<file path="config.mk">
export PLATFORM = sky130hd
export DESIGN_NAME = fpa_prep
export DESIGN_NICKNAME = d
export VERILOG_FILES = /design/src/hw/rtl/fpa_pkg.sv /design/src/hw/rtl/fpa_prep.sv
export SDC_FILE = /design/constraint.sdc
export NUM_CORES = 2
export LEC_CHECK = 0
export BUFFER_PORTS_ARGS = -buffer_cell sky130_fd_sc_hd__buf_2
export CORE_AREA = 2 2 291 293
export CTS_CLUSTER_DIAMETER = 30
export DETAILED_ROUTE_END_ITERATION = 10
export DIE_AREA = 0 0 293 295
export GPL_TIMING_DRIVEN = 0
export PLACE_DENSITY = 0.87
export SETUP_SLACK_MARGIN = 0.5
export SLEW_MARGIN = 20
export SYNTH_ARGS = -nofsm -noshare
export SYNTH_HDL_FRONTEND = slang
export SYNTH_SLANG_ARGS = --single-unit
</file>
<file path="constraint.sdc">
create_clock -name clock -period 23.7 [get_ports clock]
set_input_delay 4.74 -clock clock [delete_from_list [all_inputs] [get_ports clock]]
set_output_delay 4.74 -clock clock [all_outputs]
set_load 0.005 [all_outputs]
</file>
<file path="src/hw/rtl/fpa_pkg.sv">
`timescale 1ns / 1ps

package fpa_pkg;

   // default number of fraction bits in a raw value
   localparam int FRACTION_BITS_DEF = 8;

   localparam logic signed [63:0] MAX64 = 64'sd2147483647;
   localparam logic signed [63:0] MIN64 = -64'sd2147483648;

   typedef enum logic [3:0] {
      OP_ADD      = 4'd0,
      OP_SUB      = 4'd1,
      OP_MUL      = 4'd2,
      OP_DIV      = 4'd3,
      OP_GT       = 4'd4,
      OP_GE       = 4'd5,
      OP_LT       = 4'd6,
      OP_LE       = 4'd7,
      OP_EQ       = 4'd8,
      OP_NE       = 4'd9,
      OP_MIN      = 4'd10,
      OP_MAX      = 4'd11,
      OP_INC      = 4'd12,
      OP_DEC      = 4'd13,
      OP_FROM_INT = 4'd14,
      OP_TO_INT   = 4'd15
   } op_type;

   typedef enum logic [1:0] {
      ST_OK   = 2'd0,
      ST_OVF  = 2'd1,
      ST_DZ   = 2'd2
   } status_type;

   // data that rides along the divide cells
   typedef struct packed {
      op_type      op;
      logic [31:0] value;
      logic        cmp;
      status_type  st;
      logic [63:0] prod;
      logic        neg;
      logic        dz;
   } side_type;

   typedef struct packed {
      logic [31:0] value;
      logic        ovf;
   } sat_type;

   // clamp a wide signed value to the 32-bit range
   function automatic sat_type sat32(input logic signed [63:0] v);
      sat_type s;
      s.ovf = 1'b1;
      if (v > MAX64) begin
         s.value = 32'h7FFF_FFFF;
      end else if (v < MIN64) begin
         s.value = 32'h8000_0000;
      end else begin
         s.value = v[31:0];
         s.ovf   = 1'b0;
      end
      return s;
   endfunction

endpackage

</file>
<file path="src/hw/rtl/fpa_prep.sv">
`timescale 1ns / 1ps

module fpa_prep #(
   parameter int FRACTION_BITS = fpa_pkg::FRACTION_BITS_DEF,
   parameter int NW            = 32 + FRACTION_BITS
) (
   input  logic                clock,
   input  logic                en,
   input  logic [3:0]          opcode,
   input  logic signed [31:0]  operand_a,
   input  logic signed [31:0]  operand_b,
   output fpa_pkg::side_type   side_ff,
   output logic [NW-1:0]       num_ff,
   output logic [31:0]         den_ff
);

   fpa_pkg::side_type side_in;
   fpa_pkg::sat_type  sat;
   fpa_pkg::op_type   op;
   logic [31:0]       mag_a;
   logic [31:0]       mag_b;

   assign op    = fpa_pkg::op_type'(opcode);
   assign mag_a = operand_a[31] ? 32'(-operand_a) : 32'(operand_a);
   assign mag_b = operand_b[31] ? 32'(-operand_b) : 32'(operand_b);

   // work out every operation that needs no long division
   always_comb begin
      side_in       = '0;
      side_in.op    = op;
      side_in.st    = fpa_pkg::ST_OK;
      side_in.prod  = 64'(64'(operand_a) * 64'(operand_b));
      side_in.neg   = operand_a[31] ^ operand_b[31];
      side_in.dz    = (operand_b == 32'sd0);
      sat           = '0;
      case (op)
         fpa_pkg::OP_ADD:      sat = fpa_pkg::sat32(64'(operand_a) + 64'(operand_b));
         fpa_pkg::OP_SUB:      sat = fpa_pkg::sat32(64'(operand_a) - 64'(operand_b));
         fpa_pkg::OP_INC:      sat = fpa_pkg::sat32(64'(operand_a) + 64'sd1);
         fpa_pkg::OP_DEC:      sat = fpa_pkg::sat32(64'(operand_a) - 64'sd1);
         fpa_pkg::OP_FROM_INT: sat = fpa_pkg::sat32(64'(operand_a) <<< FRACTION_BITS);
         fpa_pkg::OP_TO_INT:   sat.value = 32'(operand_a >>> FRACTION_BITS);
         fpa_pkg::OP_MIN:      sat.value = (operand_a < operand_b) ? operand_a : operand_b;
         fpa_pkg::OP_MAX:      sat.value = (operand_a > operand_b) ? operand_a : operand_b;
         fpa_pkg::OP_GT:       side_in.cmp = (operand_a > operand_b);
         fpa_pkg::OP_GE:       side_in.cmp = (operand_a >= operand_b);
         fpa_pkg::OP_LT:       side_in.cmp = (operand_a < operand_b);
         fpa_pkg::OP_LE:       side_in.cmp = (operand_a <= operand_b);
         fpa_pkg::OP_EQ:       side_in.cmp = (operand_a == operand_b);
         fpa_pkg::OP_NE:       side_in.cmp = (operand_a != operand_b);
         default:              sat = '0;
      endcase
      side_in.value = sat.value;
      if (sat.ovf) begin
         side_in.st = fpa_pkg::ST_OVF;
      end
   end

   // hold the word for the divide cells
   always_ff @(posedge clock) begin
      if (en) begin
         side_ff <= side_in;
         num_ff  <= NW'(mag_a) << FRACTION_BITS;
         den_ff  <= mag_b;
      end
   end

endmodule

</file>
==> out/qor.csv <==
metric;value;unit
clkTransAtPathRegs;0.08;ns
max-cap-violations;0;
crit_top_cell;fa_1;
routed-wl-met2;90.9;mm
syn_inst;5481;
final_hold_viol_count;0;
cts_htree_levels;4;
core;83200;um^2
nets;7156;
dieHeight;295;um
antenna_found_initial;29;
grt_usage;53.3;%
cts-root-buf;clkbuf_16;
grt_pass1_vias;45900;
grt_max_degree;98;
layout-drive-gt1-share;6.63;%
cpMaxStageDelayCell;buf_1;
cts_max_path_buffers;2;
cp.arrival;18.30;ns
cts_resized;0;
start_util;59.7;%
slew_headroom;6.75;%
gr-total-overflow;0;
drt-pass1-iter-count;10;
synth_top_family_by_area;adder cells;
ys_seq_elements;168;
numCtsBuffers;17;
cts_setup_buffers;0;
synth-compound-area-share;8.31;%
end_kind;register;
dp_slack;5.65;ns
synthArstFlopShare;0;%
port_buffers;237;
critPathLaunchType;primary input;
io_pins;247;
ys_warn_count;0;
seq_area_frac_synth;10.2;%
ant_nets;0;
highest_layer;met5;
max_clock_freq;0.0555;GHz
place_congestion;1.10;
remaining_drc_errors;0;
wl;224;mm
synth_xor_area_share;3.98;%
cts_tree;yes;
postCtsHoldBufs;0;
worst_pin_slew;1.40;ns
routedLengthMet1;77.2;mm
rsz0062_at_grt;no;
synthSimpleGateAreaFrac;15.6;%
cpPeakStageDelay;0.92;ns
timing.final.crit_share;76.0;%
rows;106;
drtIter0Drc;6914;
cp.required;23.99;ns
fillCellCount;6944;
status;complete, no violations;
syn_area;49700;um^2
wl_met3;34.1;mm
synth_edf_count;168;
period_needed;18.01;ns
syn_avg_cell_area;9.06;um^2
ys.flop_type;edfxtp_1;
worst_hold_path_type;primary input to register;
dp_hpwl;181;mm
grt_pass1_wl;319;mm
wl_per_cell;32.7;um
die_w;293;um
synthAdderAreaFrac;50.1;%
cts_sinks;168;
avgViaCountPerCell;6.55;
setup_slack;5.69;ns
netlist-cell-type-count;91;
setup_viol;0;
synthMuxAreaShare;0.693;%
finalSetupTns;0;ns
vias;44900;
drv_slew;0;
worstPathMaxFanout;10;
critPathKind;primary input to register;
area_growth;6.66;%
die_area;86400;um^2
cell usage in the layout, fill, tap and decap left out, types with 12 or more instances in the layout:
master     count
buf_1         46
o21bai_1      24
nor2b_1       13
inv_1       1089
nand2b_1      28
o221ai_1      27
ha_1         254
and2_1       288
nand3_1       80
or3_1         28
xnor2_1      184
edfxtp_1     168
nor3_1        55
clkbuf_16     17
buf_2        261
mux2i_1       31
nand2_1      646
a211o_1       13
o21a_1        12
fa_1        1083
a21oi_1      172
a221o_1       13
clkbuf_2      19
o31ai_1       29
clkinv_1      13
o211ai_1      16
a222oi_1      20
nor2_1       361
or4_1         29
nand4_1       38
a31oi_1       22
a21o_1        53
xor2_1        42
diode_2       23
o21ai_0      108
clkbuf_1     253
o22ai_1       15
flip-flops by register name, indices dropped and copies added (netlist names):
signal	flops
den_ff	32
num_ff	32
side_ff	104
cells by family (layout without fill, tap and decap cells):
family	after synthesis	in the layout
mux	34	34
other cells	1	32
simple gates	1638	1638
compound gates	615	615
xor+xnor	226	226
buf+inv	1461	1733
fa+ha+maj	1338	1338
flops	168	168
worst max-delay path: cells and delay by family:
family / cells / cell delay, ns
xor+xnor: 1 / 0.12
simple gates: 5 / 1.58
fa+ha+maj: 9 / 5.21
buf+inv: 8 / 3.55
compound gates: 6 / 3.06
Yosys cell counts (12+ instances only):
| cell | instances | area, um^2 |
|---|---|---|
| nor3_1 | 55 | 275 |
| xnor2_1 | 184 | 1610 |
| o21bai_1 | 24 | 180 |
| o31ai_1 | 29 | 218 |
| fa_1 | 1084 | 21700 |
| buf_1 | 54 | 203 |
| o211ai_1 | 16 | 120 |
| o21a_1 | 12 | 90.1 |
| a21oi_1 | 172 | 861 |
| nor2b_1 | 13 | 81.3 |
| mux2i_1 | 31 | 310 |
| xor2_1 | 42 | 368 |
| nor2_1 | 361 | 1360 |
| clkinv_1 | 13 | 48.8 |
| inv_1 | 1089 | 4090 |
| or3_1 | 28 | 175 |
| clkbuf_1 | 267 | 1000 |
| a211o_1 | 13 | 114 |
| o221ai_1 | 27 | 236 |
| a21o_1 | 53 | 398 |
| a221o_1 | 13 | 130 |
| a31oi_1 | 22 | 138 |
| or4_1 | 29 | 218 |
| nand3_1 | 80 | 400 |
| nand2_1 | 646 | 2420 |
| o21ai_0 | 108 | 541 |
| a222oi_1 | 20 | 200 |
| and2_1 | 288 | 1800 |
| nor4_1 | 13 | 81.3 |
| buf_2 | 19 | 95.1 |
| o22ai_1 | 15 | 93.8 |
| edfxtp_1 | 168 | 5040 |
| nand4_1 | 38 | 238 |
| ha_1 | 254 | 3180 |
| nand2b_1 | 28 | 175 |
worst paths after layout:
check             depth (start not counted)            to           from  slack [ns]
setup / recovery                         29   side_ff[65]  operand_a[31]        5.69
hold / removal                            1  side_ff[101]      opcode[0]        4.47
stage by stage:
| stage | area [um^2] | cells | hold WS (ns) | util [%] |
|---|---|---|---|---|
| 6_report | 53000 | 6864 | 4.47 | 63.7 |
| 5_1_grt | 52900 | 6843 | 4.47 | 63.7 |
| 4_1_cts | 52900 | 6841 | 4.45 | 63.6 |
| 3_5_place_dp | 52300 | 6809 | 5.01 | 62.9 |
| 3_3_place_gp | 52200 | 6806 | 5.02 | 62.8 |
| 2_1_floorplan | 49700 | 5489 | 4.84 | - |
metal layers:
layer,vias up,global-route usage (%)
met5,-,0
li1,17500,-
met1,22400,65.4
met3,1146,22.6
met4,18,41.0
met2,3920,74.3
layout make-up:
class	instances	area (um^2)	share of cell area, %
diodes	23	57.6	0.109
plain buffers	353	1430	2.71
clock buffers	18	429	0.810
clock inverters	14	135	0.255
inverters	1108	4160	7.85
multi-input cells	3860	39100	73.9
flip-flops and latches	168	5040	9.52
well taps	1080	1350	2.55
repair buffers	240	1230	2.33
Power is left out: the tool's default activity adds up to more than one toggle a clock period on the data nets, which glitch-free logic cannot reach.
