--- src/hw/rtl/fpa_pkg.sv ---
`timescale 1ns / 1ps

package fpa_pkg;

   // default number of fraction bits in a raw value
   localparam int FRACTION_BITS_DEF = 8;

   localparam logic signed [63:0] MAX64 = 64'sd2147483647;
   localparam logic signed [63:0] MIN64 = -64'sd2147483648;

   typedef enum logic [3:0] {
      OP_ADD      = 4'd0,
      OP_SUB      = 4'd1,
      OP_MUL      = 4'd2,
      OP_DIV      = 4'd3,
      OP_GT       = 4'd4,
      OP_GE       = 4'd5,
      OP_LT       = 4'd6,
      OP_LE       = 4'd7,
      OP_EQ       = 4'd8,
      OP_NE       = 4'd9,
      OP_MIN      = 4'd10,
      OP_MAX      = 4'd11,
      OP_INC      = 4'd12,
      OP_DEC      = 4'd13,
      OP_FROM_INT = 4'd14,
      OP_TO_INT   = 4'd15
   } op_type;

   typedef enum logic [1:0] {
      ST_OK   = 2'd0,
      ST_OVF  = 2'd1,
      ST_DZ   = 2'd2
   } status_type;

   // data that rides along the divide cells
   typedef struct packed {
      op_type      op;
      logic [31:0] value;
      logic        cmp;
      status_type  st;
      logic [63:0] prod;
      logic        neg;
      logic        dz;
   } side_type;

   typedef struct packed {
      logic [31:0] value;
      logic        ovf;
   } sat_type;

   // clamp a wide signed value to the 32-bit range
   function automatic sat_type sat32(input logic signed [63:0] v);
      sat_type s;
      s.ovf = 1'b1;
      if (v > MAX64) begin
         s.value = 32'h7FFF_FFFF;
      end else if (v < MIN64) begin
         s.value = 32'h8000_0000;
      end else begin
         s.value = v[31:0];
         s.ovf   = 1'b0;
      end
      return s;
   endfunction

endpackage

--- src/hw/rtl/fpa_div_cell.sv ---
`timescale 1ns / 1ps

module fpa_div_cell #(
   parameter int NW  = 40,
   parameter int IDX = 0
) (
   input  logic              clock,
   input  logic              en,
   input  fpa_pkg::side_type side_d,
   input  logic [NW-1:0]     num_d,
   input  logic [31:0]       den_d,
   input  logic [31:0]       rem_d,
   input  logic [NW-1:0]     quo_d,
   output fpa_pkg::side_type side_ff,
   output logic [NW-1:0]     num_ff,
   output logic [31:0]       den_ff,
   output logic [31:0]       rem_ff,
   output logic [NW-1:0]     quo_ff
);

   logic [32:0] trial;
   logic        fits;

   // bring down one numerator bit and try the divisor
   assign trial = {rem_d, num_d[NW-1-IDX]};
   assign fits  = (trial >= {1'b0, den_d});

   always_ff @(posedge clock) begin
      if (en) begin
         side_ff <= side_d;
         num_ff  <= num_d;
         den_ff  <= den_d;
         rem_ff  <= fits ? 32'(trial - {1'b0, den_d}) : trial[31:0];
         quo_ff  <= {quo_d[NW-2:0], fits};
      end
   end

endmodule

--- config.mk ---
export PLATFORM = sky130hd
export DESIGN_NAME = fpa_div_cell
export DESIGN_NICKNAME = d
export VERILOG_FILES = /design/src/hw/rtl/fpa_pkg.sv /design/src/hw/rtl/fpa_div_cell.sv
export SDC_FILE = /design/constraint.sdc
export NUM_CORES = 1
export LEC_CHECK = 0
export BUFFER_PORTS_ARGS = -buffer_cell sky130_fd_sc_hd__buf_2
export CAP_MARGIN = 30
export CORE_AREA = 4 4 192 194
export CTS_CLUSTER_SIZE = 24
export DETAILED_ROUTE_END_ITERATION = 8
export DIE_AREA = 0 0 196 198
export MAX_ROUTING_LAYER = met4
export PLACE_DENSITY = 0.63
export SYNTH_ARGS = -nofsm -noshare
export SYNTH_HDL_FRONTEND = slang
export SYNTH_SLANG_ARGS = --single-unit
--- constraint.sdc ---
create_clock -name clock -period 3.18 [get_ports clock]
set_input_delay 0.477 -clock clock [delete_from_list [all_inputs] [get_ports clock]]
set_output_delay 0.477 -clock clock [all_outputs]
set_load 0.05 [all_outputs]
==> run_results.csv, run 1 <==
group,metric,value,unit
synthesis,yosys_warnings,0,
routing,drtAntennaViolNets,0,
die,floorplan.core_area,35200,sq um
synthesis,synthSimpleGateAreaFrac,5.33,%
die,initial_utilization,27.8,%
clock_tree,post_cts_resize_count,0,
setup_path,worst_path_max_delay_cell,"sky130_fd_sc_hd__o31ai_1",
routing,route.detailed.wl_per_inst,19.1,um
routing,finalWirelength,31400,um
setup_path,worst_ep_arrival_time,2.95,ns
placement,port-buffer-count,498,
global_route,grt_overflow_total,0,
setup_path,critical-path-top-delay-family,"compound AO/OA/AOI/OAI gates",
synthesis,synth.cell_area,9800,sq um
finish,fraction_of_final_layout_cells_with_drive_strength_greater_than_1,50.4,%
timing,max_clock_freq,376,MHz
outcome,outcome,"complete, no violations",
clock_tree,tritoncts,"done",
timing,timing.final.crit_period,2.66,ns
finish,fillerInstances,3370,
synthesis,synth.yosys.seq_area_share,76.3,%
placement,pre_cts_slack,-0.0713,ns
synthesis,synth.avg_cell_area,16.1,sq um
min_path,worstHoldPathType,"in -> reg",
synthesis,synth-xor-area-share,2.32,%
die,ios,500,
clock_tree,cts_setup_buffers,0,
synthesis,syn-num-nets,892,
routing,via_count_normalized_by_instance_count,4.34,
clock_tree,tritoncts.num_buffers,27,
finish,areaGrowthSynthToFinish,43.5,%
synthesis,synth_fa_ha_area_share,4.29,%
synthesis,synth_area_leaders,"sky130_fd_sc_hd__edfxtp_1, sky130_fd_sc_hd__ha_1, sky130_fd_sc_hd__a21oi_1",
clock_tree,cts_root_buffer,"sky130_fd_sc_hd__clkbuf_16",
die,dieArea,38800,sq um
clock_tree,clkTransAtPathRegs,0.06,ns
synthesis,async_reset_ff_share,0,%
synthesis,postSynthRegisterBits,249,
power_and_ir_drop,power.static_leakage,0.00618,uW
synthesis,dominant_combinational_cell_family_by_area_after_synthesis,"compound AO/OA/AOI/OAI gates",
die,chip_width,196,um
timing,slew_viol_final,0,
timing,grt_setup_unrepaired,"false",
finish,fin_nets,1443,
setup_path,end_kind,"flop",
global_route,grt_usage,15.3,%
synthesis,synth_common_cells,"sky130_fd_sc_hd__edfxtp_1, sky130_fd_sc_hd__a21oi_1, sky130_fd_sc_hd__inv_1, sky130_fd_sc_hd__nor2_1, sky130_fd_sc_hd__ha_1",
timing,timing.final.hold_violations,0,
clock_tree,ctsHtreeMaxLevel,1,
setup_path,cp-start-kind,"input port",
placement,postPlaceCellArea,13100,sq um
placement,gp_congestion,0.843,
synthesis,netlist-cell-type-count,49,
power_and_ir_drop,ir_drop,0.000475,V
synthesis,syn-instance-count,608,
routing,vias,7150,
synthesis,synth_area_leader_cell,"sky130_fd_sc_hd__edfxtp_1",
setup_path,cp.buffers_inverters,4,
timing,finalWorstSetupSlack,0.520,ns
global_route,grt_first_pass_wirelength,44100,um
setup_path,critical_path_source,"num_d[39]",
flow_run,max_cap_viol_count,0,
min_path,holdCritStartpoint,"num_d[25]",
clock_tree,cts_sinks,249,
setup_path,timing.critical_path.slowest_cell_delay,0.50,ns
synthesis,dominantRegCellSynth,"sky130_fd_sc_hd__edfxtp_1",
placement,place.detailed.hpwl,25100,um
die,die_height,198,um
synthesis,synth_enable_flop_cells,249,
timing,fin_crit_sh,83.7,%
routing,detail_route.iter0.violations,280,
synthesis,synth-compound-area-share,7.47,%
clock_tree,clockBufferDepth,3,
timing,slew-limit-headroom,60.3,%
synthesis,yosys.area.top_type_share,76.3,%
timing,hold_ws,0.112,ns
global_route,number_of_antenna_violations_at_the_first_check_in_global_routing,6,
finish,finalInstanceArea,14100,sq um
setup_path,largest_fanout_on_the_critical_path,5,
timing,worst_tran_pin_value,0.596,ns
setup_path,path_cells,"buf_2, inv_1, ha_1, fa_1, nor2b_1, o2111ai_1, a21oi_1, o31ai_1, a21oi_2, buf_4, buf_4, and4b_1, o31ai_1, o21ai_1",
synthesis,post_synth_mux_area_share,1.43,%
setup_path,crit_type,"in -> reg",
synthesis,synth.most_common_cell,"sky130_fd_sc_hd__edfxtp_1",
setup_path,worst_ep_required_time,3.46,ns
routing,dr.pass1.iters,5,
global_route,grt_max_degree,73,
die,placement_rows,69,
routing,detail_route.drc_violations,0,
power_and_ir_drop,pwr_density_cell,672,nW/um^2
global_route,grt_pass1_vias,7316,
clock_tree,cts-hold-fix-buffers,0,
timing,setup_viol_count_final,0,
## layout make-up
class	instances	area [sq um]	share of cell area, %
Antenna cell	5	12.5	0.0889
Multi-Input combinational cell	296	2040	14.5
Timing Repair Buffer	539	2870	20.4
Clock buffer	30	687	4.88
Sequential cell	249	7480	53.1
Tap cell	461	577	4.10
Inverter	46	173	1.23
Clock inverter	20	226	1.61
## path summary, 6_finish.rpt
path	endpoint	depth (start not counted)
setup / recovery	rem_ff[26]$_DFFE_PP_	14
hold / removal	num_ff[25]$_DFFE_PP_	1
## layer usage
metal	track usage (%)	vias up	part of all wire, %
li1	-	3405	-
met1	16.5	3431	37
met2	27.4	265	52
met3	4.48	49	8.1
met4	4.63	0	3.0
met5	-	-	0
## metrics by stage
stage,std cells,utilization [%],total power [uW],setup TNS (ns)
final,1646,39.9,9460,0
after global routing,1646,39.9,9880,0
after CTS,1641,39.9,9610,0
after detailed placement,1591,37.3,6320,-0.163
after global placement,1591,37.3,6300,-0.131
after floorplan,608,-,5590,0
## logic make-up (layout without fill, tap and decap cells)
logic type	Yosys count	after routing
AO/OA/AOI/OAI	120	120
XOR/XNOR	26	26
adder cells (fa/ha/maj)	33	33
buffers and inverters	63	635
flip-flops	249	249
multiplexers	10	10
other	0	5
AND/OR/NAND/NOR	107	107
## placed cells by master, fill, tap and decap left out, types with 8 or more instances in the layout
master	count
sky130_fd_sc_hd__ha_1	32
sky130_fd_sc_hd__o21ai_0	17
sky130_fd_sc_hd__mux2_4	8
sky130_fd_sc_hd__nand4_1	8
sky130_fd_sc_hd__inv_1	46
sky130_fd_sc_hd__a21o_1	8
sky130_fd_sc_hd__buf_4	36
sky130_fd_sc_hd__nand2_1	24
sky130_fd_sc_hd__buf_2	497
sky130_fd_sc_hd__xor2_1	10
sky130_fd_sc_hd__clkbuf_16	27
sky130_fd_sc_hd__xnor2_1	16
sky130_fd_sc_hd__edfxtp_1	249
sky130_fd_sc_hd__a21oi_1	54
sky130_fd_sc_hd__nand3_1	8
sky130_fd_sc_hd__nor2_1	37
## state kept, by name, summed over array words and instances, names as in the netlist
register  flops
quo_ff       40
num_ff       40
side_ff     105
den_ff       32
rem_ff       32
## power breakdown
part | internal, uW | switching (uW)
Clock | 1960 | 1270
Combinational | 585 | 1620
Sequential | 3960 | 71.5
Total | 6500 | 2960
(Power assumes the default switching activity.)
==> run 2: changes to the inputs <==
- CORE_AREA: 4 4 192 194 -> 4 4 190 192
- DIE_AREA: 0 0 196 198 -> 0 0 194 196
- PLACE_DENSITY: 0.63 -> 0.65
- clock period: 3.18 -> 2.2 ns (I/O delays scaled with it)
==> run_results.csv, run 2 (synthesis results as in run 1) <==
group,metric,value,unit
setup_path,end_kind,"flop",
finish,postLayoutCoreUtil,51.4,%
finish,finalInstanceArea,17700,sq um
outcome,failed_checks,"setup timing",
clock_tree,clkTransAtPathRegs,0.06,ns
finish,final_cell_mix,"sky130_fd_sc_hd__buf_2, sky130_fd_sc_hd__edfxtp_1, sky130_fd_sc_hd__dlygate4sd3_1",
placement,postPlaceCellArea,13900,sq um
finish,layout_commonest_cell,"sky130_fd_sc_hd__buf_2",
finish,largest_register,"side_ff",
die,initial_utilization,28.5,%
timing,timing.final.hold_violations,0,
finish,finalNonFillerCells,1948,
finish,areaGrowthSynthToFinish,80.1,%
global_route,grt_overflow_total,0,
routing,dr.pass1.iters,5,
power_and_ir_drop,comb_power_share,28.1,%
finish,top_regs,"side_ff x105, num_ff x40, quo_ff x40",
clock_tree,cts_root_buffer,"sky130_fd_sc_hd__clkbuf_16",
timing,setup_viol_count_final,12,
routing,drtAntennaViolNets,0,
finish,largest_register_ffs,105,
placement,gp_congestion,0.847,
setup_path,cp-start-kind,"input port",
min_path,holdCritStartpoint,"den_d[1]",
routing,via_count_normalized_by_instance_count,4.40,
power_and_ir_drop,share_clk_of_total_power,31.5,%
die,floorplan.core_area,34400,sq um
global_route,number_of_antenna_violations_at_the_first_check_in_global_routing,8,
power_and_ir_drop,p_sw_share,31.8,%
setup_path,critical_path_source,"den_d[2]",
global_route,grt_pass1_vias,9189,
timing,timing.final.crit_period,2.24,ns
die,dieArea,38000,sq um
clock_tree,tritoncts.num_buffers,27,
placement,dpl.cell_count,1672,
finish,fraction_of_final_layout_cells_with_drive_strength_greater_than_1,53.1,%
clock_tree,clockBufferDepth,3,
routing,finalWirelength,37600,um
placement,place.detailed.hpwl,25900,um
die,chip_width,194,um
routing,detail_route.drc_violations,0,
setup_path,largest_fanout_on_the_critical_path,4,
setup_path,worst_ep_arrival_time,2.52,ns
min_path,worstHoldPathType,"in -> reg",
finish,fin_nets,1751,
die,placement_rows,68,
power_and_ir_drop,pwr_density_cell,820,nW/um^2
power_and_ir_drop,ir_drop,0.000921,V
power_and_ir_drop,power.share.sequential,40.4,%
timing,slew-limit-headroom,68.6,%
timing,grt_setup_unrepaired,"true",
global_route,grt_first_pass_wirelength,54000,um
die,ios,500,
placement,pre_cts_slack,-0.904,ns
die,die_height,196,um
routing,detail_route.iter0.violations,285,
timing,finalWorstSetupSlack,-0.0410,ns
clock_tree,ctsHtreeMaxLevel,1,
power_and_ir_drop,power.static_leakage,0.00761,uW
global_route,grt_max_degree,53,
routing,route.detailed.wl_per_inst,19.3,um
flow_run,max_cap_viol_count,0,
clock_tree,tritoncts,"done",
power_and_ir_drop,internal_power,9870,uW
placement,port-buffer-count,498,
timing,fin_crit_sh,102,%
global_route,grt_usage,18.7,%
power_and_ir_drop,switchingPower,4600,uW
timing,setup_total_negative_slack,-0.247,ns
timing,worst_tran_pin_value,0.471,ns
outcome,outcome,"complete, but fails checks",
clock_tree,cts_sinks,249,
routing,vias,8570,
timing,slew_viol_final,0,
setup_path,worst_ep_required_time,2.48,ns
timing,max_clock_freq,446,MHz
setup_path,crit_type,"in -> reg",
-- run 2: changes by cell type in the layout (fill, tap and decap cells not counted), moves of 11 or more --
cell                            delta
sky130_fd_sc_hd__ha_1             -20
sky130_fd_sc_hd__nor2_2           +11
sky130_fd_sc_hd__ha_4             +17
sky130_fd_sc_hd__a21oi_1          -20
sky130_fd_sc_hd__nor2_1           -16
sky130_fd_sc_hd__a21oi_2          +14
sky130_fd_sc_hd__buf_4            +92
sky130_fd_sc_hd__dlygate4sd3_1   +209
-- run 2: path summary, 6_finish.rpt --
| kind | to | slack (ns) | cells past startpoint |
|---|---|---|---|
| max | rem_ff[31]$_DFFE_PP_ | -0.04 | 12 |
| min | den_ff[1]$_DFFE_PP_ | 0.03 | 1 |
-- run 2: critical path, cell delays in order --
cell                        delay (ns)
sky130_fd_sc_hd__buf_2            0.10
sky130_fd_sc_hd__inv_1            0.09
sky130_fd_sc_hd__ha_4             0.23
sky130_fd_sc_hd__o21ai_4          0.16
sky130_fd_sc_hd__a21oi_4          0.06
sky130_fd_sc_hd__a2111oi_4        0.38
sky130_fd_sc_hd__nor2_2           0.12
sky130_fd_sc_hd__buf_4            0.17
sky130_fd_sc_hd__a2111oi_4        0.37
sky130_fd_sc_hd__o31ai_2          0.11
sky130_fd_sc_hd__xor2_1           0.14
sky130_fd_sc_hd__mux2_4           0.26
-- run 2: cell type report --
class,count,area [sq um]
fillers,2899,16700
multi-input cells,296,2690
repair buffers,847,5840
flip-flops and latches,249,7480
inverters,46,178
clock inverters,17,190
diodes,8,20.0
clock buffers,30,687
well taps,455,569
-- run 2: power groups by stage --
stage | clock, uW | sequential (uW) | combinational, uW
2_1_floorplan | 0 | 7450 | 663
3_3_place_gp | 0 | 5920 | 3400
3_5_place_dp | 0 | 5930 | 3420
4_1_cts | 4670 | 5840 | 3850
5_1_grt | 4880 | 5880 | 4260
6_report | 4560 | 5850 | 4060
-- run 2: routing by layer --
layer  GRT usage [%]  part of all wire, %  up-vias
met2            33.3                   53      351
met1            20.4                   36     4126
met4            7.32                  3.3        0
met5               -                    0        -
met3            4.26                  7.0       78
li1                -                    -     4015
-- run 2: repair_timing --
| action | CTS | global route |
|---|---|---|
| endpoints found under the setup margin | 22 | 31 |
| hold buffers | 209 | 0 |
| resized for setup | 43 | 82 |
| pin swaps | 9 | 23 |
| buffers inserted | 5 | 4 |
| cloned | 1 | 3 |
| endpoints found under the hold margin | 209 | 0 |
-- run 2: metrics by stage --
| stage | total power [uW] | hold WS [ns] |
|---|---|---|
| floorplan | 8110 | 0.429 |
| global placement | 9320 | 0.507 |
| detailed placement | 9350 | 0.508 |
| CTS | 14400 | 0.0000944 |
| global route | 15000 | 0.00711 |
| finish | 14500 | 0.0317 |
