`config.mk`:
```
export PLATFORM = sky130hd
export DESIGN_NAME = fpa_final
export DESIGN_NICKNAME = d
export VERILOG_FILES = /design/src/hw/rtl/fpa_pkg.sv /design/src/hw/rtl/fpa_final.sv
export SDC_FILE = /design/constraint.sdc
export NUM_CORES = 1
export LEC_CHECK = 0
export BUFFER_PORTS_ARGS = -buffer_cell sky130_fd_sc_hd__buf_4
export CORE_UTILIZATION = 45
export DETAILED_ROUTE_END_ITERATION = 12
export PLACE_DENSITY = 0.73
export SLEW_MARGIN = 5
export SYNTH_ARGS = -nofsm -noshare
export SYNTH_HDL_FRONTEND = slang
export SYNTH_SLANG_ARGS = --single-unit
```
`constraint.sdc`:
```
create_clock -name clock -period 14.25 [get_ports clock]
set_input_delay 0.7125 -clock clock [delete_from_list [all_inputs] [get_ports clock]]
set_output_delay 0.7125 -clock clock [all_outputs]
set_load 0.03 [all_outputs]
```
`src/hw/rtl/fpa_pkg.sv`:
```
`timescale 1ns / 1ps

package fpa_pkg;

   // default number of fraction bits in a raw value
   localparam int FRACTION_BITS_DEF = 8;

   localparam logic signed [63:0] MAX64 = 64'sd2147483647;
   localparam logic signed [63:0] MIN64 = -64'sd2147483648;

   typedef enum logic [3:0] {
      OP_ADD      = 4'd0,
      OP_SUB      = 4'd1,
      OP_MUL      = 4'd2,
      OP_DIV      = 4'd3,
      OP_GT       = 4'd4,
      OP_GE       = 4'd5,
      OP_LT       = 4'd6,
      OP_LE       = 4'd7,
      OP_EQ       = 4'd8,
      OP_NE       = 4'd9,
      OP_MIN      = 4'd10,
      OP_MAX      = 4'd11,
      OP_INC      = 4'd12,
      OP_DEC      = 4'd13,
      OP_FROM_INT = 4'd14,
      OP_TO_INT   = 4'd15
   } op_type;

   typedef enum logic [1:0] {
      ST_OK   = 2'd0,
      ST_OVF  = 2'd1,
      ST_DZ   = 2'd2
   } status_type;

   // data that rides along the divide cells
   typedef struct packed {
      op_type      op;
      logic [31:0] value;
      logic        cmp;
      status_type  st;
      logic [63:0] prod;
      logic        neg;
      logic        dz;
   } side_type;

   typedef struct packed {
      logic [31:0] value;
      logic        ovf;
   } sat_type;

   // clamp a wide signed value to the 32-bit range
   function automatic sat_type sat32(input logic signed [63:0] v);
      sat_type s;
      s.ovf = 1'b1;
      if (v > MAX64) begin
         s.value = 32'h7FFF_FFFF;
      end else if (v < MIN64) begin
         s.value = 32'h8000_0000;
      end else begin
         s.value = v[31:0];
         s.ovf   = 1'b0;
      end
      return s;
   endfunction

endpackage

```
`src/hw/rtl/fpa_final.sv`:
```
`timescale 1ns / 1ps

module fpa_final #(
   parameter int FRACTION_BITS = fpa_pkg::FRACTION_BITS_DEF,
   parameter int NW            = 32 + FRACTION_BITS
) (
   input  logic              clock,
   input  logic              en,
   input  fpa_pkg::side_type side_d,
   input  logic [31:0]       den_d,
   input  logic [31:0]       rem_d,
   input  logic [NW-1:0]     quo_d,
   output logic [31:0]       value_ff,
   output logic              cmp_ff,
   output logic [1:0]        st_ff
);

   localparam logic [63:0] HALF = (64'd1 << FRACTION_BITS) >> 1;

   logic signed [63:0] prod;
   logic [63:0]        pmag;
   logic [63:0]        pq;
   logic [NW:0]        dq;
   logic               rnd;
   fpa_pkg::sat_type   mul_sat;
   fpa_pkg::sat_type   div_sat;
   logic [31:0]        value_in;
   fpa_pkg::status_type st_in;

   // scale the product down, nearest with ties away from zero
   assign prod    = $signed(side_d.prod);
   assign pmag    = prod[63] ? 64'(-prod) : 64'(prod);
   assign pq      = (pmag + HALF) >> FRACTION_BITS;
   assign mul_sat = fpa_pkg::sat32(prod[63] ? -$signed(pq) : $signed(pq));

   // round the quotient up when twice the remainder reaches the divisor
   assign rnd     = ({rem_d, 1'b0} >= {1'b0, den_d});
   assign dq      = {1'b0, quo_d} + (NW+1)'(rnd);
   assign div_sat = fpa_pkg::sat32(side_d.neg ? -$signed(64'(dq)) : $signed(64'(dq)));

   always_comb begin
      value_in = side_d.value;
      st_in    = side_d.st;
      case (side_d.op)
         fpa_pkg::OP_MUL: begin
            value_in = mul_sat.value;
            st_in    = mul_sat.ovf ? fpa_pkg::ST_OVF : fpa_pkg::ST_OK;
         end
         fpa_pkg::OP_DIV: begin
            if (side_d.dz) begin
               value_in = '0;
               st_in    = fpa_pkg::ST_DZ;
            end else begin
               value_in = div_sat.value;
               st_in    = div_sat.ovf ? fpa_pkg::ST_OVF : fpa_pkg::ST_OK;
            end
         end
         default: begin
            value_in = side_d.value;
            st_in    = side_d.st;
         end
      endcase
   end

   always_ff @(posedge clock) begin
      if (en) begin
         value_ff <= value_in;
         cmp_ff   <= side_d.cmp;
         st_ff    <= st_in;
      end
   end

endmodule

```
==> flow_summary_export.csv, run 1 <==
group,metric,value,unit
yosys,synth_top_family_by_area,"simple AND/OR/NAND/NOR gates",
die,fp.dieArea,24900,um^2
grt,overflow,0,
yosys,synth_adder_area_share,4.12,%
clock_tree,cts-root-buf,"clkbuf_16",
yosys,ys_types,101,
sta,period_needed,8.95,ns
yosys,synthTopCellsByArea,"edfxtp_1 (9.6%), xnor2_1 (9.3%), xor2_1 (8.1%)",
die,die_h,158,um
final_layout,final_net_count,1906,
yosys,synth_fp_nets,1726,
clock_tree,hold_buffers,0,
critical_path,cp-endpoint,"value_ff[9]",
clock_tree,cts_buffers,5,
sta,fin_crit_sh,62.8,%
critical_path,startpoint,"den_d[1]",
detailed_routing,drcViolationCount,0,
sta,max_freq,112,MHz
sta,timing_hold_violations_final,0,
critical_path,cp.required,14.23,ns
power_and_ir_drop,leakage,4.73,nW
grt,antenna_found_initial,0,
clock_tree,cts_sinks,35,
detailed_routing,viasPerCell,6.30,
outcome,outcome,"complete, no violations",
clock_tree,cts_tree,"done",
yosys,syn_area_per_cell,7.38,um^2
critical_path,cp-start-kind,"primary input",
yosys,synth_edf_count,35,
yosys,yosys.area.top_type,"edfxtp_1",
clock_tree,clk_path_buf_depth,2,
power_and_ir_drop,total_power,0.592,mW
grt,grt_pass1_vias,11100,
yosys,ys_seq_area_share,9.62,%
final_layout,post_route_cells_drive_above_1_share,22.2,%
grt,grt_max_degree,89,
die,core_area,23600,um^2
sta,setup_viol_count_final,0,
yosys,async_flop_share,0,%
clock_tree,cts_resized,0,
clock_tree,h-tree-depth,2,
yosys,synth.most_common_cell,"nand2_1",
yosys,ys_top_cells_by_count,"nand2_1 (122), xnor2_1 (116), xor2_1 (101)",
sta,slew_violations,0,
critical_path,cp_max_fo,30,
placed_design,hpwlAfterDp,29.6,mm
detailed_routing,vias,12500,
clock_tree,clk_pin_slew,0.06,ns
placed_design,gp_congestion,0.951,
yosys,synthCells,1479,
yosys,synth_compound_area_share,27.0,%
sta,finalSetupTns,0,ns
yosys,synthMuxAreaShare,1.43,%
grt,grt_pass1_wl,57.9,mm
yosys,netlist_area,10900,um^2
sta,relSlewSlack,21.2,%
yosys,synth-seq-cells,35,
yosys,synth-main-ff-cell,"edfxtp_1",
yosys,yosys.area_share.simple,35.0,%
critical_path,cp_data_arrival_time,8.92,ns
final_layout,antenna_cells,0,
clock_tree,post_cts.repair.setup_buffers,0,
critical_path,cp-end-kind,"flop",
power_and_ir_drop,cellPowerDensity,45.5,nW/um^2
final_layout,syn_to_final_growth,19.1,%
critical_path,path_class,"in2reg",
detailed_routing,drtAntennaViolNets,0,
power_and_ir_drop,vdd_drop_max,43.9,uV
worst_hold_path,min_path_type,"in2reg",
detailed_routing,finalWirelength,36.9,mm
final_layout,fillCellCount,2256,
grt,gr-usage-all-layers,28.9,%
yosys,ys_warn_count,0,
die,initial_core_util,46.2,%
sta,rsz0062_at_grt,"no",
detailed_routing,wl_per_cell,18.6,um
sta,tightest_slew,1.18,ns
yosys,synth_top_area_share,9.62,%
placed_design,portBuffers,245,
critical_path,crit_path_max_incr_delay,0.90,ns
detailed_routing,dr.pass1.iters,6,
die,die_x,158,um
die,boundaryPins,246,
die,rows,56,
critical_path,slowest_stage,"o21ai_4",
yosys,yosys.area_share.xor_xnor,17.4,%
detailed_routing,drtIter0Drc,1356,
critical_path,cpMostUsedCell,"o21ai_0",
job,drv_cap,0,
flip-flops by register name, indices dropped and copies added (netlist names):
register  count
cmp_ff        1
st_ff         2
value_ff     32
area by class of cell:
type	count	area, um^2	area share [%]
clock inverter	2	12.5	0.0962
timing repair buffer	254	1910	14.7
sequential	35	1050	8.08
inverter	53	199	1.53
tap	319	399	3.07
clock buffer	6	129	0.991
multi-input combinational	1310	9310	71.6
through the flow:
step,cell area (um^2),utilization [%],setup WS [ns],hold WS (ns),instances
after floorplan,10900,-,5.73,0.811,1479
after global placement,12900,54.5,5.49,0.891,1971
after detailed placement,12900,54.5,5.13,0.894,1971
after CTS,13000,55.1,5.39,0.602,1979
after global routing,13000,55.1,4.66,0.604,1979
final,13000,55.1,5.30,0.606,1979
worst max-delay path, delay by kind of cell:
kind / cells / cell delay [ns]
buf+inv: 4 / 0.42
compound gates: 16 / 4.65
simple gates: 12 / 2.53
fa+ha+maj: 2 / 0.48
xor+xnor: 1 / 0.11
layer usage:
layer	global-route usage (%)	share of wire (%)	wire length [um]	vias to the layer above
met5	0	0	0	-
met4	7.86	2.2	797	0
met3	3.45	9.2	3380	50
met2	47.5	45	16700	640
met1	39.4	43	15900	5751
li1	-	-	-	6026
cell families (layout without fill, tap and decap cells):
logic type | Yosys count | count (layout)
AOI/OAI and AO/OA | 394 | 394
adders and majority gates | 36 | 36
xor gates and xnor gates | 217 | 217
buffers and inverters | 134 | 315
and+or+nand+nor | 648 | 648
DFF | 35 | 35
muxes | 15 | 15
power by group:
part / internal, mW / switching, mW
clock: 0.0644 / 0.0399
combinational: 0.144 / 0.212
sequential: 0.126 / 0.00585
worst min-delay path by stage:
stage / startpoint / endpoint / depth (start not counted)
after global routing: side_d[68] / cmp_ff / 1
after CTS: side_d[68] / cmp_ff / 1
after global placement: side_d[68] / cmp_ff / 1
final: side_d[68] / cmp_ff / 1
after detailed placement: side_d[68] / cmp_ff / 1
after floorplan: side_d[68] / cmp_ff / 0
cell usage in the layout (no fill, tap or decap), drive strengths merged, types with 20 or more instances in the layout:
cell / count
a21oi: 44
a22oi: 34
a31oi: 20
and3: 26
buf: 254
edfxtp: 35
ha: 36
inv: 52
nand2: 123
nand2b: 28
nand3: 70
nand4: 58
nor2: 98
nor3: 52
nor4: 47
o211ai: 40
o21ai: 91
o31ai: 41
o41ai: 21
or2: 20
or3: 34
xnor2: 116
xor2: 101
(Power assumes the default switching activity.)
==> inputs of run 2 (changes only) <==
--- a/config.mk
+++ b/config.mk
@@ -5,10 +5,11 @@
 export SDC_FILE = /design/constraint.sdc
 export NUM_CORES = 1
 export LEC_CHECK = 0
+export ABC_AREA = 1
 export BUFFER_PORTS_ARGS = -buffer_cell sky130_fd_sc_hd__buf_4
 export CORE_UTILIZATION = 45
 export DETAILED_ROUTE_END_ITERATION = 12
-export PLACE_DENSITY = 0.73
+export PLACE_DENSITY = 0.72
 export SLEW_MARGIN = 5
 export SYNTH_ARGS = -nofsm -noshare
 export SYNTH_HDL_FRONTEND = slang
==> constraint.sdc (replaced) <==
create_clock -name clock -period 8.7 [get_ports clock]
set_input_delay 0.435 -clock clock [delete_from_list [all_inputs] [get_ports clock]]
set_output_delay 0.435 -clock clock [all_outputs]
set_load 0.03 [all_outputs]
==> run 2 against run 1 <==
Against the previous run: sequential cell count unchanged; hold slack got worse by 0.27 ns; area after synthesis increased by 20%; combinational power increased by 80%; sequential share of layout area decreased by 1.2 points; clock power increased by 96%; routed wire length increased by 34%; sequential power increased by 63%; synthesized cell count increased by 75%; critical endpoint is now value_ff[15]; power increased by 79%.
==> flow_summary_export.csv, run 2 <==
group,metric,value,unit
grt,grt_pass1_vias,15100,
final_layout,layout_common_cells,"nand2_1 (1059), nor2_1 (356), inv_1 (301)",
detailed_routing,drcViolationCount,0,
final_layout,regMostFlops,"value_ff",
detailed_routing,viasPerCell,5.30,
critical_path,slowest_stage,"nand2_1",
critical_path,cpMostUsedCell,"nand2_1",
detailed_routing,wl_per_cell,15.5,um
sta,setup_viol_count_final,0,
yosys,synthCells,2588,
outcome,outcome,"complete, no violations",
die,rows,62,
clock_tree,cts_resized,0,
sta,relSlewSlack,25.1,%
yosys,synth_top_area_share,30.3,%
yosys,synth_edf_count,35,
yosys,synthTopCellsByArea,"nand2_1 (30%), nor2_1 (10%), nand3_1 (9.4%)",
placed_design,hpwlAfterDp,42.7,mm
yosys,synth-seq-cells,35,
yosys,ys_warn_count,0,
clock_tree,hold_buffers,0,
die,die_x,173,um
power_and_ir_drop,power.internal,0.565,mW
yosys,yosys.area.top_type,"nand2_1",
yosys,synth_fp_nets,2835,
grt,grt_pass1_wl,77.5,mm
yosys,synth-main-ff-cell,"edfxtp_1",
power_and_ir_drop,combPwrFrac,60.6,%
power_and_ir_drop,switching_power,0.491,mW
critical_path,cp_max_fo,32,
critical_path,cp-end-kind,"flop",
sta,finalSetupTns,0,ns
clock_tree,clk_pin_slew,0.06,ns
final_layout,fin_area,15300,um^2
sta,timing_hold_violations_final,0,
yosys,ys_types,45,
yosys,netlist_area,13100,um^2
detailed_routing,vias,16900,
detailed_routing,drtIter0Drc,1764,
clock_tree,cts-root-buf,"clkbuf_16",
job,drv_cap,0,
critical_path,cp-start-kind,"primary input",
final_layout,largest_reg_flops,32,
sta,period_needed,6.32,ns
worst_hold_path,min_path_type,"in2reg",
power_and_ir_drop,pwr-share-seq,20.1,%
clock_tree,clk_path_buf_depth,2,
grt,antenna_found_initial,2,
placed_design,place_area,15200,um^2
yosys,syn_area_per_cell,5.07,um^2
power_and_ir_drop,cellPowerDensity,68.9,nW/um^2
clock_tree,post_cts.repair.setup_buffers,0,
placed_design,gp_congestion,1.01,
power_and_ir_drop,p_clk_share,19.3,%
die,core_area,28700,um^2
sta,tightest_slew,1.12,ns
critical_path,path_class,"in2reg",
clock_tree,h-tree-depth,2,
final_layout,top_regs,"value_ff (32), st_ff (2), cmp_ff (1)",
power_and_ir_drop,vdd_drop_max,73.7,uV
yosys,async_flop_share,0,%
yosys,ys_seq_area_share,8.01,%
power_and_ir_drop,leakage,8.33,nW
clock_tree,cts_sinks,35,
yosys,synth.most_common_cell,"nand2_1",
detailed_routing,drtAntennaViolNets,0,
final_layout,final_net_count,3045,
grt,gr-usage-all-layers,32.1,%
worst_hold_path,min_path_cells,1,
sta,fin_crit_sh,72.6,%
placed_design,portBuffers,245,
critical_path,cp_data_arrival_time,6.34,ns
grt,grt_max_degree,108,
power_and_ir_drop,total_power,1.06,mW
final_layout,final_common_cell,"nand2_1",
die,initial_core_util,45.7,%
final_layout,post_route_cells_drive_above_1_share,16.6,%
power_and_ir_drop,switching_share,46.5,%
detailed_routing,dr.pass1.iters,6,
final_layout,syn_to_final_growth,16.9,%
critical_path,crit_path_max_incr_delay,0.81,ns
die,fp.dieArea,29800,um^2
clock_tree,cts_buffers,5,
sta,rsz0062_at_grt,"no",
detailed_routing,finalWirelength,49.5,mm
clock_tree,cts_tree,"done",
sta,max_freq,158,MHz
yosys,ys_top_cells_by_count,"nand2_1 (1059), nor2_1 (357), inv_1 (301)",
sta,slew_violations,0,
die,die_h,173,um
grt,overflow,0,
die,boundaryPins,246,
critical_path,cp.required,8.73,ns
## run 2: critical path: cells and delay by family
kind                       cells  cell delay [ns]
and+or+nand+nor               25             4.15
xor gates and xnor gates       1             0.18
AOI/OAI and AO/OA              2             0.47
adders and majority gates      3             0.62
buffers and inverters          8             0.50
## run 2: final timing paths
check	start	to	slack, ns
hold / removal	side_d[68]	cmp_ff	0.33
setup / recovery	den_d[31]	value_ff[15]	2.38
## run 2: cell type report
cell class	instances	area, um^2
clock inverter	3	43.8
inverter	324	1220
tap	384	480
multi-input combinational	2183	10500
clock buffer	5	125
timing repair buffer	249	1870
antenna	1	2.50
fill	3188	13400
sequential	35	1050
## run 2: layer usage
layer | vias up | part of all wire, % | global-route usage [%] | routed length (um)
met4 | 2 | 2.1 | 7.30 | 1050
li1 | 8485 | - | - | -
met3 | 63 | 7.8 | 4.31 | 3860
met1 | 7693 | 45 | 43.1 | 22100
met5 | - | 0.026 | 0 | 13
met2 | 619 | 45 | 54.1 | 22500
## run 2: cell families after synthesis
family / count (synthesis) / share of synthesized area [%]
xor gates and xnor gates: 96 / 6.47
buffers and inverters: 370 / 11.6
DFF: 35 / 8.01
AOI/OAI and AO/OA: 101 / 4.73
and+or+nand+nor: 1950 / 65.7
adders and majority gates: 36 / 3.43
## run 2: power by group through the flow
stage | Combinational [mW] | Sequential (mW) | Clock, mW
after CTS | 0.635 | 0.212 | 0.205
after global routing | 0.710 | 0.213 | 0.210
final | 0.640 | 0.213 | 0.204
after detailed placement | 0.632 | 0.216 | 0
after floorplan | 0.379 | 0.243 | 0
after global placement | 0.622 | 0.216 | 0
## run 2: through the flow
stage	instances	util [%]	setup slack, ns	hold WS, ns
floorplan	2588	-	3.83	0.534
global placement	3175	52.8	2.48	0.616
detailed placement	3175	52.8	2.19	0.620
CTS	3183	53.4	2.49	0.332
global route	3183	53.4	1.56	0.334
finish	3184	53.4	2.38	0.332
==> inputs of run 3 (changes only) <==
==> constraint.sdc (replaced) <==
create_clock -name clock -period 6.15 [get_ports clock]
set_input_delay 0.3075 -clock clock [delete_from_list [all_inputs] [get_ports clock]]
set_output_delay 0.3075 -clock clock [all_outputs]
set_load 0.03 [all_outputs]
==> run 3 against run 2 <==
Against the previous run: non-clock buffer count up 6; routed wire length grew 1.6%; critical path depth rose by 1; power up 42%; sequential cell count did not move; sequential power increased by 40%; critical endpoint is now value_ff[23]; clock power increased by 44%; clock-buffer cell count is the same; largest cell class unchanged; sequential share of layout area about the same.
==> flow_summary_export.csv, run 3 (synthesis gave the netlist of run 2 again) <==
group,metric,value,unit
job,drv_cap,0,
critical_path,cpMostUsedCell,"nand2_1",
detailed_routing,drtIter0Drc,1720,
grt,overflow,0,
critical_path,cp-start-kind,"primary input",
clock_tree,cts_tree,"done",
die,boundaryPins,246,
placed_design,portBuffers,245,
worst_hold_path,min_path_cells,1,
power_and_ir_drop,vdd_drop_max,105,uV
grt,grt_pass1_wl,79.6,mm
clock_tree,cts-root-buf,"clkbuf_16",
clock_tree,cts_buffers,5,
detailed_routing,wl_per_cell,15.8,um
placed_design,hpwlAfterDp,43.3,mm
clock_tree,cts_sinks,35,
detailed_routing,dr.pass1.iters,6,
final_layout,largest_reg_flops,32,
sta,setup_ws,0.754,ns
sta,slew_violations,0,
grt,grt_pass1_vias,15000,
final_layout,final_common_cell,"nand2_1",
clock_tree,post_cts.repair.setup_buffers,0,
clock_tree,h-tree-depth,2,
critical_path,path_class,"in2reg",
die,rows,62,
placed_design,place_ws,0.389,ns
critical_path,crit_path_max_incr_delay,0.32,ns
grt,antenna_found_initial,1,
sta,period_needed,5.40,ns
final_layout,layout_common_cells,"nand2_1 (1059), nor2_1 (356), inv_1 (301)",
grt,gr-usage-all-layers,33.0,%
die,die_h,173,um
detailed_routing,vias,16800,
critical_path,cp_max_fo,32,
sta,setup_viol_count_final,0,
sta,relSlewSlack,47.5,%
detailed_routing,viasPerCell,5.26,
die,die_x,173,um
final_layout,syn_to_final_growth,17.5,%
power_and_ir_drop,cellPowerDensity,97.4,nW/um^2
die,fp.dieArea,29800,um^2
sta,max_freq,185,MHz
die,initial_core_util,45.7,%
critical_path,cp-end-kind,"flop",
critical_path,cp.required,6.18,ns
sta,rsz0062_at_grt,"no",
critical_path,cp_data_arrival_time,5.43,ns
clock_tree,clk_path_buf_depth,2,
sta,fin_crit_sh,87.7,%
detailed_routing,drcViolationCount,0,
critical_path,slowest_stage,"buf_4",
clock_tree,clk_pin_slew,0.06,ns
die,core_area,28700,um^2
final_layout,top_regs,"value_ff (32), st_ff (2), cmp_ff (1)",
grt,grt_max_degree,88,
worst_hold_path,min_path_type,"in2reg",
placed_design,gp_congestion,0.987,
final_layout,regMostFlops,"value_ff",
power_and_ir_drop,leakage,8.37,nW
final_layout,final_net_count,3051,
sta,timing_hold_violations_final,0,
worst_hold_path,hold_end,"cmp_ff",
outcome,outcome,"complete, no violations",
worst_hold_path,hold_start,"side_d[68]",
final_layout,post_route_cells_drive_above_1_share,16.9,%
detailed_routing,finalWirelength,50.3,mm
detailed_routing,drtAntennaViolNets,0,
sta,finalSetupTns,0,ns
sta,tightest_slew,0.779,ns
[run 3: cell types whose count changed in the layout (fill, tap and decap cells not counted), sizes merged]
| cell | delta |
|---|---|
| buf | +6 |
[run 3: critical path, delay by kind of cell]
| family | cells | cell delay [ns] |
|---|---|---|
| compound gates | 2 | 0.41 |
| xor+xnor | 1 | 0.18 |
| fa+ha+maj | 3 | 0.62 |
| buf+inv | 9 | 0.83 |
| simple gates | 25 | 3.10 |
[run 3: how the worst max path moves through the flow]
stage,start,end,slack (ns),cells after the start
floorplan,den_d[31],value_ff[0],1.41,39
detailed placement,den_d[31],value_ff[30],0.39,40
global route,den_d[14],st_ff[0],0.008,36
CTS,den_d[31],value_ff[30],0.65,40
global placement,den_d[31],value_ff[2],0.51,37
finish,den_d[31],value_ff[23],0.75,40
[run 3: layer usage]
metal  track usage (%)  vias to the layer above  share of wire [%]  wire [um]
li1                  -                     8508                  -          -
met1              45.6                     7584                 45      22500
met2              55.3                      613                 46      23000
met3              3.19                       59                7.5       3760
met4              6.97                        0                2.0       1030
met5                 0                        -                  0          0
[run 3: power by group]
part / switching, mW / leakage [nW] / internal [mW] / total, mW
combinational: 0.587 / 7.94 / 0.321 / 0.908
clock: 0.103 / 0.0838 / 0.191 / 0.294
sequential: 0.0108 / 0.342 / 0.289 / 0.299
[run 3: cell type report]
cell class                      instances  area (um^2)
Sequential cell                        35         1050
Timing Repair Buffer                  255         1930
Antenna cell                            1         2.50
Clock inverter                          3         43.8
Clock buffer                            5          125
Tap cell                              384          480
Inverter                              324         1220
Fill cell                            3155        13300
Multi-Input combinational cell       2183        10600
[run 3: timing repair]
action / CTS / global route
hold buffers: 0 / 0
hold endpoints to repair: 0 / 0
gates resized for setup: 0 / 4
setup endpoints to repair: 0 / 32
[run 3: stage by stage]
step	hold WS, ns	cell area [um^2]	util (%)	cells	power, mW
CTS	0.199	15400	53.6	3189	1.49
floorplan	0.406	13100	-	2588	0.879
global placement	0.488	15200	53.0	3181	1.19
finish	0.197	15400	53.7	3190	1.50
detailed placement	0.489	15200	53.0	3181	1.20
global route	0.195	15400	53.7	3189	1.61
